===== config.mk =====
export PLATFORM = sky130hd
export DESIGN_NAME = link_throughput_estimator
export DESIGN_NICKNAME = d
export VERILOG_FILES = /design/src/hdl/lte_pkg.sv /design/src/hdl/lte_sequencer.sv /design/src/hdl/lte_datapath.sv /design/src/hdl/link_throughput_estimator.sv
export SDC_FILE = /design/constraint.sdc
export NUM_CORES = 1
export LEC_CHECK = 0
export BUFFER_PORTS_ARGS = -buffer_cell sky130_fd_sc_hd__buf_2
export CORE_MARGIN = 2
export CORE_UTILIZATION = 35
export DETAILED_ROUTE_END_ITERATION = 7
export SLEW_MARGIN = 20
export SYNTH_ARGS = -nofsm -noshare
export SYNTH_HDL_FRONTEND = slang
export SYNTH_HIERARCHICAL = 1
export SYNTH_SLANG_ARGS = --single-unit
export TNS_END_PERCENT = 100

===== constraint.sdc =====
create_clock -name clk -period 7.3 [get_ports clk]
set_clock_uncertainty 0.05 [all_clocks]
set_input_delay 2.19 -clock clk [delete_from_list [all_inputs] [get_ports clk]]
set_output_delay 2.19 -clock clk [all_outputs]
set_load 0.01 [all_outputs]

===== src/hdl/lte_pkg.sv =====
// shared types, constants and rate table for the link throughput estimator
package lte_pkg;

  localparam int CNT_W   = 32;
  localparam int RATE_W  = 9;
  localparam int PROD_W  = 39;
  localparam int STEP_W  = 6;
  localparam int PC_W    = 4;
  localparam int PHY_W   = 15;
  localparam int LOSS_W  = 7;
  localparam int TPUT_W  = 21;

  localparam logic [STEP_W-1:0] DIV_STEPS = 6'd39;

  // divide by 100 as multiply by ceil(2^28/100) and shift, exact below 2^21
  localparam int                SCL_W   = 21;
  localparam int                RCP_W   = 22;
  localparam int                RCP_SH  = 28;
  localparam logic [RCP_W-1:0]  RCP_100 = 22'd2684355;

  localparam logic [7:0]        DEFAULT_MCS  = 8'hFF;
  localparam logic [2:0]        DEFAULT_BW   = 3'd2;
  localparam logic [TPUT_W-1:0] DEFAULT_TPUT = 21'd95000;
  localparam logic [13:0]       FALLBACK_PHY = 14'd1950;

  // multiplier operand a
  localparam logic [1:0] A_DIFF = 2'd0;
  localparam logic [1:0] A_PHY  = 2'd1;
  localparam logic [1:0] A_QUO  = 2'd2;

  // multiplier operand b
  localparam logic [2:0] B_100  = 3'd0;
  localparam logic [2:0] B_GI   = 3'd1;
  localparam logic [2:0] B_70   = 3'd2;
  localparam logic [2:0] B_KEEP = 3'd3;
  localparam logic [2:0] B_125  = 3'd4;

  // jump conditions
  localparam logic [1:0] JC_NONE   = 2'd0;
  localparam logic [1:0] JC_ALWAYS = 2'd1;
  localparam logic [1:0] JC_NOSTAT = 2'd2;
  localparam logic [1:0] JC_LOOP   = 2'd3;

  // program steps
  localparam logic [PC_W-1:0] PC_IDLE   = 4'd0;
  localparam logic [PC_W-1:0] PC_START  = 4'd1;
  localparam logic [PC_W-1:0] PC_DIV1   = 4'd2;
  localparam logic [PC_W-1:0] PC_GI     = 4'd3;
  localparam logic [PC_W-1:0] PC_DIV2   = 4'd4;
  localparam logic [PC_W-1:0] PC_MAC    = 4'd5;
  localparam logic [PC_W-1:0] PC_DIV3   = 4'd6;
  localparam logic [PC_W-1:0] PC_LOSS   = 4'd7;
  localparam logic [PC_W-1:0] PC_DIV4   = 4'd8;
  localparam logic [PC_W-1:0] PC_BYTES  = 4'd9;
  localparam logic [PC_W-1:0] PC_EMIT   = 4'd10;
  localparam logic [PC_W-1:0] PC_DEFLT  = 4'd11;

  typedef struct packed {
    logic            mul_en;
    logic [1:0]      mul_a;
    logic [2:0]      mul_b;
    logic            div_step;
    logic            rcp_ld;
    logic            loss_ld;
    logic            emit;
    logic            emit_def;
    logic [1:0]      jc;
    logic [PC_W-1:0] target;
  } ctrl_t;

  typedef struct packed {
    logic nostat;
    logic cnt_more;
    logic out_busy;
  } status_t;

  function automatic logic [13:0] rate_table_kbps(input logic [3:0] mcs);
    logic [13:0] r;
    case (mcs)
      4'd0:    r = 14'd650;
      4'd1:    r = 14'd1300;
      4'd2:    r = 14'd1950;
      4'd3:    r = 14'd2600;
      4'd4:    r = 14'd3900;
      4'd5:    r = 14'd5200;
      4'd6:    r = 14'd5850;
      4'd7:    r = 14'd6500;
      4'd8:    r = 14'd7800;
      4'd9:    r = 14'd8667;
      default: r = FALLBACK_PHY;
    endcase
    return r;
  endfunction

endpackage


===== src/hdl/lte_sequencer.sv =====
// step counter and microcode rom for the closing computation
module lte_sequencer (
  input  logic             clk,
  input  logic             rst_n,
  input  logic             start,
  input  lte_pkg::status_t status,
  output lte_pkg::ctrl_t   ctrl,
  output logic             idle
);
  import lte_pkg::*;

  logic [PC_W-1:0] pc_r, pc_nxt;
  logic            jump;

  function automatic ctrl_t rom(input logic [PC_W-1:0] pc);
    ctrl_t w;
    w = '0;
    w.jc = JC_NONE;
    w.target = PC_IDLE;
    case (pc)
      PC_IDLE: begin
        w.jc = JC_ALWAYS;
      end
      PC_START: begin
        w.mul_en = 1'b1; w.mul_a = A_DIFF; w.mul_b = B_100;
        w.jc = JC_NOSTAT; w.target = PC_DEFLT;
      end
      PC_DIV1: begin
        w.div_step = 1'b1;
        w.jc = JC_LOOP; w.target = PC_DIV1;
      end
      PC_GI: begin
        w.loss_ld = 1'b1;
        w.mul_en = 1'b1; w.mul_a = A_PHY; w.mul_b = B_GI;
      end
      PC_DIV2: begin
        w.rcp_ld = 1'b1;
      end
      PC_MAC: begin
        w.mul_en = 1'b1; w.mul_a = A_QUO; w.mul_b = B_70;
      end
      PC_DIV3: begin
        w.rcp_ld = 1'b1;
      end
      PC_LOSS: begin
        w.mul_en = 1'b1; w.mul_a = A_QUO; w.mul_b = B_KEEP;
      end
      PC_DIV4: begin
        w.rcp_ld = 1'b1;
      end
      PC_BYTES: begin
        w.mul_en = 1'b1; w.mul_a = A_QUO; w.mul_b = B_125;
      end
      PC_EMIT: begin
        w.emit = 1'b1;
        w.jc = JC_ALWAYS; w.target = PC_IDLE;
      end
      PC_DEFLT: begin
        w.emit_def = 1'b1;
        w.jc = JC_ALWAYS; w.target = PC_IDLE;
      end
      default: begin
        w.jc = JC_ALWAYS;
      end
    endcase
    return w;
  endfunction

  assign ctrl = rom(pc_r);
  assign idle = (pc_r == PC_IDLE);

  always_comb begin
    case (ctrl.jc)
      JC_ALWAYS: jump = 1'b1;
      JC_NOSTAT: jump = status.nostat;
      JC_LOOP:   jump = status.cnt_more;
      default:   jump = 1'b0;
    endcase
  end

  always_comb begin
    pc_nxt = pc_r;
    if (pc_r == PC_IDLE) begin
      if (start) begin
        pc_nxt = PC_START;
      end
    end else if ((ctrl.emit || ctrl.emit_def) && status.out_busy) begin
      pc_nxt = pc_r;
    end else if (jump) begin
      pc_nxt = ctrl.target;
    end else begin
      pc_nxt = pc_r + 1'b1;
    end
  end

  always_ff @(posedge clk) begin
    if (!rst_n) begin
      pc_r <= PC_IDLE;
    end else begin
      pc_r <= pc_nxt;
    end
  end

endmodule


===== src/hdl/lte_datapath.sv =====
// best-entry registers, shared multiplier, serial divider, reciprocal scaler and result registers
module lte_datapath (
  input  logic                          clk,
  input  logic                          rst_n,
  input  logic                          in_take,
  input  logic [lte_pkg::CNT_W-1:0]     in_sent,
  input  logic [lte_pkg::CNT_W-1:0]     in_success,
  input  logic [lte_pkg::RATE_W-1:0]    in_rate,
  input  logic                          in_present,
  input  lte_pkg::ctrl_t                ctrl,
  output lte_pkg::status_t              status,
  output logic                          out_valid,
  input  logic                          out_ready,
  output logic [7:0]                    out_mcs,
  output logic [2:0]                    out_bw,
  output logic                          out_sg,
  output logic [lte_pkg::LOSS_W-1:0]    out_loss,
  output logic [lte_pkg::TPUT_W-1:0]    out_tput
);
  import lte_pkg::*;

  logic [CNT_W-1:0]  best_sent_r, best_succ_r;
  logic [RATE_W-1:0] best_rate_r;
  logic [PROD_W-1:0] dvd_r;
  logic [CNT_W-1:0]  rem_r;
  logic [STEP_W-1:0] cnt_r;
  logic [LOSS_W-1:0] loss_r;
  logic              out_valid_r;
  logic [7:0]        out_mcs_r;
  logic [2:0]        out_bw_r;
  logic              out_sg_r;
  logic [LOSS_W-1:0] out_loss_r;
  logic [TPUT_W-1:0] out_tput_r;

  logic [CNT_W-1:0]  diff;
  logic [13:0]       phy_base;
  logic [PHY_W-1:0]  phy;
  logic [CNT_W-1:0]  mul_a;
  logic [6:0]        mul_b;
  logic [PROD_W-1:0] product;
  logic [SCL_W+RCP_W-1:0] rcp_prod;
  logic [CNT_W-1:0]  divisor;
  logic [CNT_W:0]    shifted;
  logic [CNT_W:0]    sub;
  logic              ge;
  logic              fire;
  logic [3:0]        bw_code;
  logic [2:0]        bw_mhz;

  assign diff = (best_succ_r >= best_sent_r) ? '0 : (best_sent_r - best_succ_r);

  assign bw_code  = best_rate_r[3:0];
  assign phy_base = rate_table_kbps(best_rate_r[7:4]);

  always_comb begin
    case (bw_code)
      4'd0:    begin phy = {2'b00, phy_base[13:1]}; bw_mhz = 3'd1; end
      4'd1:    begin phy = {1'b0, phy_base};        bw_mhz = 3'd2; end
      default: begin phy = {phy_base, 1'b0};        bw_mhz = 3'd4; end
    endcase
  end

  always_comb begin
    case (ctrl.mul_a)
      A_DIFF:  mul_a = diff;
      A_PHY:   mul_a = {{(CNT_W-PHY_W){1'b0}}, phy};
      default: mul_a = {{(CNT_W-PHY_W){1'b0}}, dvd_r[PHY_W-1:0]};
    endcase
    case (ctrl.mul_b)
      B_100:   mul_b = 7'd100;
      B_GI:    mul_b = best_rate_r[8] ? 7'd111 : 7'd100;
      B_70:    mul_b = 7'd70;
      B_KEEP:  mul_b = 7'd100 - loss_r;
      default: mul_b = 7'd125;
    endcase
  end

  assign product = {7'd0, mul_a} * {32'd0, mul_b};

  assign rcp_prod = {{RCP_W{1'b0}}, dvd_r[SCL_W-1:0]} * {{SCL_W{1'b0}}, RCP_100};

  assign divisor = best_sent_r;
  assign shifted = {rem_r, dvd_r[PROD_W-1]};
  assign ge      = (shifted >= {1'b0, divisor});
  assign sub     = shifted - {1'b0, divisor};

  assign fire = (ctrl.emit || ctrl.emit_def) && !(out_valid_r && !out_ready);

  assign status.nostat   = (best_sent_r == '0);
  assign status.cnt_more = (cnt_r != 6'd1);
  assign status.out_busy = out_valid_r && !out_ready;

  // best entry, cleared after each result
  always_ff @(posedge clk) begin
    if (!rst_n) begin
      best_sent_r <= '0;
      best_succ_r <= '0;
      best_rate_r <= '0;
    end else if (fire) begin
      best_sent_r <= '0;
      best_succ_r <= '0;
      best_rate_r <= '0;
    end else if (in_take && in_present && (in_sent > best_sent_r)) begin
      best_sent_r <= in_sent;
      best_succ_r <= in_success;
      best_rate_r <= in_rate;
    end
  end

  always_ff @(posedge clk) begin
    if (!rst_n) begin
      cnt_r <= '0;
    end else if (ctrl.mul_en) begin
      cnt_r <= DIV_STEPS;
    end else if (ctrl.div_step) begin
      cnt_r <= cnt_r - 1'b1;
    end
  end

  always_ff @(posedge clk) begin
    if (ctrl.mul_en) begin
      dvd_r <= product;
      rem_r <= '0;
    end else if (ctrl.div_step) begin
      dvd_r <= {dvd_r[PROD_W-2:0], ge};
      rem_r <= ge ? sub[CNT_W-1:0] : shifted[CNT_W-1:0];
    end else if (ctrl.rcp_ld) begin
      dvd_r <= {{(PROD_W-PHY_W){1'b0}}, rcp_prod[RCP_SH +: PHY_W]};
    end
    if (ctrl.loss_ld) begin
      loss_r <= dvd_r[LOSS_W-1:0];
    end
  end

  always_ff @(posedge clk) begin
    if (!rst_n) begin
      out_valid_r <= 1'b0;
    end else if (fire) begin
      out_valid_r <= 1'b1;
    end else if (out_ready) begin
      out_valid_r <= 1'b0;
    end
  end

  always_ff @(posedge clk) begin
    if (fire) begin
      if (ctrl.emit_def) begin
        out_mcs_r  <= DEFAULT_MCS;
        out_bw_r   <= DEFAULT_BW;
        out_sg_r   <= 1'b0;
        out_loss_r <= '0;
        out_tput_r <= DEFAULT_TPUT;
      end else begin
        out_mcs_r  <= {4'd0, best_rate_r[7:4]};
        out_bw_r   <= bw_mhz;
        out_sg_r   <= best_rate_r[8];
        out_loss_r <= loss_r;
        out_tput_r <= dvd_r[TPUT_W-1:0];
      end
    end
  end

  assign out_valid = out_valid_r;
  assign out_mcs   = out_mcs_r;
  assign out_bw    = out_bw_r;
  assign out_sg    = out_sg_r;
  assign out_loss  = out_loss_r;
  assign out_tput  = out_tput_r;

endmodule


===== src/hdl/link_throughput_estimator.sv =====
// top level of the link throughput estimator
//
//   channel  direction  words
//   in_      input      one statistics table entry per word
//   out_     output     one throughput estimate per table
//
// an entry that is not marked last is taken whenever the program is idle
// a last entry runs the microcode program and holds in_ready low while it runs:
// serial divider steps for the loss percent and single steps, or only a start
// step and a default step when nothing was sent
// rst_n is synchronous and clears the kept entry, step counter and output valid
// the result waits in the output register; a stalled output holds the program
// at its emit step while further entries are not taken
module link_throughput_estimator (
  input  logic                          clk,
  input  logic                          rst_n,
  input  logic                          in_valid,
  output logic                          in_ready,
  input  logic [lte_pkg::CNT_W-1:0]     in_sent_count,
  input  logic [lte_pkg::CNT_W-1:0]     in_success_count,
  input  logic [lte_pkg::RATE_W-1:0]    in_rate_word,
  input  logic                          in_entry_present,
  input  logic                          in_last_entry,
  output logic                          out_valid,
  input  logic                          out_ready,
  output logic [7:0]                    out_mcs_index,
  output logic [2:0]                    out_bandwidth_mhz,
  output logic                          out_short_guard,
  output logic [lte_pkg::LOSS_W-1:0]    out_loss_percent,
  output logic [lte_pkg::TPUT_W-1:0]    out_throughput_bytes_per_s
);
  import lte_pkg::*;

  ctrl_t   ctrl;
  status_t status;
  logic    idle;
  logic    in_take;

  assign in_ready = idle;
  assign in_take  = in_valid && idle;

  lte_sequencer u_seq (
    .clk    (clk),
    .rst_n  (rst_n),
    .start  (in_take && in_last_entry),
    .status (status),
    .ctrl   (ctrl),
    .idle   (idle)
  );

  lte_datapath u_dp (
    .clk        (clk),
    .rst_n      (rst_n),
    .in_take    (in_take),
    .in_sent    (in_sent_count),
    .in_success (in_success_count),
    .in_rate    (in_rate_word),
    .in_present (in_entry_present),
    .ctrl       (ctrl),
    .status     (status),
    .out_valid  (out_valid),
    .out_ready  (out_ready),
    .out_mcs    (out_mcs_index),
    .out_bw     (out_bandwidth_mhz),
    .out_sg     (out_short_guard),
    .out_loss   (out_loss_percent),
    .out_tput   (out_throughput_bytes_per_s)
  );

endmodule

Word-level counts from Yosys, hierarchy flattened
Memories as Yosys holds them, arrays and structs flattened. A register that Yosys moved wholly into a read port is not among the register bits. Cells that the tools add are included.

Add/subtract/negate cells: 5. Multiply operators: 2. Magnitude comparators: 3. Eq/ne operators: 22. Mux-type cells: 30. Bitwise logic cells: 1. Reduce and logical (&&, ||, !) cells: 23.

Operators with widths (count): $mux W39 (3); $mux W32 (2); $pmux W32 S2 (1); $sub A32 B32 Y32 (2); $mul A21 B22 Y43 const B (1); $mul A32 B7 Y39 (1); $ge A33 B32 Y1 (1); $ge A32 B32 Y1 (1); $gt A32 B32 Y1 (1); $logic_not A32 Y1 (1); $pmux W15 S2 (1); $pmux W6 S5 (1); $mux W4 (7); $pmux W7 S4 (1); $eq A4 B3 Y1 const B (4); $eq A4 B4 Y1 const B (4); $mux W6 (2); $eq A4 B1 Y1 const B (2); $eq A4 B2 Y1 const B (2); $logic_not A4 Y1 (2); $mux W8 (1); $pmux W4 S2 (1); $logic_and A1 B1 Y1 (7); $mux W1 (7); 24 further kinds (30).

Register bits after elaboration: 202. Bits in read-only memories: 224. Bits of input ports: 79. Word-level logic and storage cells: 103. Memories kept: 1.

Memories: (name not given) (words 16, bits a word 14, rd ports 1, clocked after Yosys merged registers in 1, wr ports 0, line lte_pkg.sv:79) `case (mcs)`.

Longest topological paths before layout
Depth in word-level cells: 8. Gate-level depth with buffers: 33.

Cells and area by module
Netlist, hierarchy kept.

By module, submodules not included: lte_datapath (instances 1, cells an instance 3055, area each 27490.1 um2, seq. area each 4954.8 um2); lte_sequencer (instances 1, cells an instance 67, area each 559.3 um2, seq. area each 80.1 um2); link_throughput_estimator (instances 1, cells an instance 2, area each 12.5 um2, seq. area each 0.0 um2).

Worst setup path before layout
Ideal clock, no wire load.

Kind: register to register. From: register u_dp.best_sent_r[0]. To: register u_dp.dvd_r[38], data pin. Library setup time: 0.261 ns. Arrival time: 7.426 ns. Required time: 6.989 ns. Path slack: -0.437 ns. Cell stages (with the launch flop): 30. Buffers on the path: 2. Clock period less this slack: 7.737 ns. Path through: dfxtp_1 > inv_1 > ha_1 > inv_1 > fa_1 > a21o_1 > a21o_1 > a21oi_2 > o221ai_1 > a21oi_1 > a21oi_2 > buf_2 > a222oi_1 > nor2_1 > fa_1 > fa_1 > fa_1 > inv_1 > fa_1 > inv_1 > ha_1 > clkbuf_1 > or2_2 > a32oi_1 > a31oi_1 > o41a_1 > a2111oi_0 > o21bai_1 > mux2i_1 > a221o_1.

Word-level cells in the longest chain between the ends: 5. Elaborated cells between the ends (all ways): 6. Those cells by class: 1 x add/sub; 1 x mul; 1 x order compare; 3 x mux.

Ends and longest elaborated chain: start, declared (line lte_datapath.sv:22) `logic [CNT_W-1:0] best_sent_r, best_succ_r;`; start signal, assigned (line lte_datapath.sv:104) `best_sent_r <= in_sent;`; $sub A32 B32 Y32 / $ge A32 B32 Y1 (equally long branches) (line lte_datapath.sv:50) `assign diff = (best_succ_r >= best_sent_r) ? '0 : (best_sent_r - best_succ_r);`; $mux W32 * (line lte_datapath.sv:50); $pmux W32 S2 * (line lte_datapath.sv:64) `case (ctrl.mul_a)`; $mul A32 B7 Y39 * (line lte_datapath.sv:78) `assign product = {7'd0, mul_a} * {32'd0, mul_b};`; $mux W39 * (line lte_datapath.sv:121) `if (ctrl.mul_en) begin`; end signal, assigned (line lte_datapath.sv:122) `dvd_r <= product;`; end signal, assigned (line lte_datapath.sv:125) `dvd_r <= {dvd_r[PROD_W-2:0], ge};`; end signal, assigned (line lte_datapath.sv:128) `dvd_r <= {{(PROD_W-PHY_W){1'b0}}, rcp_prod[RCP_SH +: PHY_W]};`; end, declared (line lte_datapath.sv:24) `logic [PROD_W-1:0] dvd_r;`.

Every way passes the cells marked *; elsewhere a longest branch is shown, timed or not. A chain may end at the register's enable or synchronous reset.

Worst setup path after layout
Same ends and word-level chain as after synthesis.

==> out/results.ini <==
[sta]
unrepaired_setup_endpoints_after_global_routing=true
final_period_minus_worst_setup_slack_ps=7297
worst_slew_margin_rel_pct=28.18
setup_violations=0
finalHoldViolations=0
timing.final.max_slew_violations=0
final_min_period_over_clock_period_pct=99.97
tightest_slew_ps=1077
timing.fmax_ghz=0.1370
final.hold.worst_slack_ps=438.6

[worst_setup_path]
crit_path_start_kind=flop
critical_path.slowest_cell=fa_1
crit_fanout=8
critical_path_class=flop to flop
critical_path.max_stage_delay_ps=540
timing.critical_path.to_type=flop
cp_data_arrival_time_ps=7560
worstPathRequired_ps=7560

[clock_tree]
quantity_of_hold_fixing_buffers_added_after_cts=0
cts_tree=yes
clock-sinks=210
cts_htree_levels=1
cts_buffer_depth=3
cts.clk_slew.worst_paths_ps=60
cts-root-buf=clkbuf_16
cts_buffers=26
insertion_delay_ps=590

[placed_design]
gp_congestion=0.9293
placed_area_um2=32150
detailed_place_hpwl_mm=64.92
numPortBuffers=120

[die]
die_area_um2=82350
floorplan.initialDensity_pct=35.41
floorplan.die.width_um=287.0
num_rows=103
dieHeight_um=287.0
design.portCount=121
placeableCoreArea_um2=79130

[finish]
layout-area-overhead-vs-synth_pct=22.55
multiInputGateArea_um2=21840
most_frequent_standard_cell_in_the_layout_excluding_fill_and_tap_cells=inv_1
final.fill_count=7833
design.final.nets=4293
drive_gt1_share_pct=22.04
seqCellArea_um2=5052
finish.instance_area_um2=34340
mostFrequentLayoutCells=464 x inv_1, 356 x buf_4, 343 x ha_1, 340 x nor2_1, 305 x fa_1

[global_route]
wire_length_of_the_first_global_routing_pass_mm=124.5
number_of_antenna_violations_at_the_first_check_in_global_routing=0
global_route.usage.total_pct=18.93
grt_max_degree=75
overflow=0
grt_pass1_vias=23140

[yosys]
syn-mean-instance-area_um2=8.988
post_synth_inst_count=3118
mappedNetlistArea_um2=28020
mappedNetlistNets=3876
synth_warnings=6

[status]
run_status=finished clean

[routing]
post_drt_wl_per_cell_um=17.10
detail_route.wirelength_mm=78.72
dr.first_iter.drc_count=1239
vias_per_cell=5.014
via_count=23080
final_antenna_net_count=0
firstDrtPassIters=5
drc_errors=0

[flow_run]
max_cap_viol_count=0

[hold_path]
hold_class=flop to flop

-- worst max-delay path, delay by kind of cell, from the launching register on --
kind                     cells  cell delay (ps)
AO/OA/AOI/OAI               15             3110
adder cells (fa/ha/maj)      7             2680
buffers and inverters        8              580
flip-flops                   1              320
multiplexers                 1              120
AND/OR/NAND/NOR              1              110
-- metal layers --
metal / global-route usage, % / vias to the layer above / part of all wire [%]
li1: - / 11360 / -
met1: 24.81 / 11120 / 45
met2: 32.50 / 488 / 48
met3: 2.659 / 116 / 4.4
met4: 5.221 / 0 / 3.1
met5: 0 / - / 0
-- repair_timing --
item	4_1_cts	5_1_grt
setup buffers	6	30
cloned	1	1
pin swaps	21	60
endpoints found under the setup margin	19	27
resized for setup	39	184
-- stage by stage --
step	setup TNS (ps)	util, %	setup WS (ps)	cells
finish	0	43.40	2.517	4604
global placement	-2721	40.63	-367.6	4520
global route	-1479	43.40	-273.7	4603
CTS	-48.85	42.00	-48.85	4573
floorplan	0	-	39.89	3118
detailed placement	-3578	40.63	-415.4	4520
-- final timing paths --
kind	from	to	slack (ps)	depth (start not counted)
setup / recovery	u_dp/best_sent_r[0]	u_dp/dvd_r[38]	3	32
hold / removal	u_dp/rem_r[31]	u_dp/rem_r[31]	440	1
setup reg to reg	u_dp/best_sent_r[0]	u_dp/dvd_r[38]	3	32
hold reg to reg	u_dp/rem_r[31]	u_dp/rem_r[31]	440	1
-- flip-flops by register name, summed over array words and instances, names as in the netlist --
name and cells:
u_dp/rem_r 32, u_dp/out_tput 21, u_dp/dvd_r 39, u_dp/best_sent_r 32
u_dp/out_valid 1, u_dp/out_sg 1, u_dp/best_rate_r 9, u_dp/out_mcs 5
u_dp/loss_r 7, u_dp/out_loss 7, u_dp/cnt_r 6, u_seq/pc_r 4
u_dp/best_succ_r 32, u_dp/phy_base 11, u_dp/out_bw 3
-- layout make-up --
class	instances	area share, %
sequential	210	14.71
antenna	1	0.007287
inverter	478	5.232
multi-input combinational	2325	63.59
timing repair buffer	494	10.13
tap	1050	3.825
clock inverter	10	0.3243
clock buffer	36	2.179
Power is not shown: default switching activity piles up to over one toggle a cycle in this logic, so the estimate is an artifact.
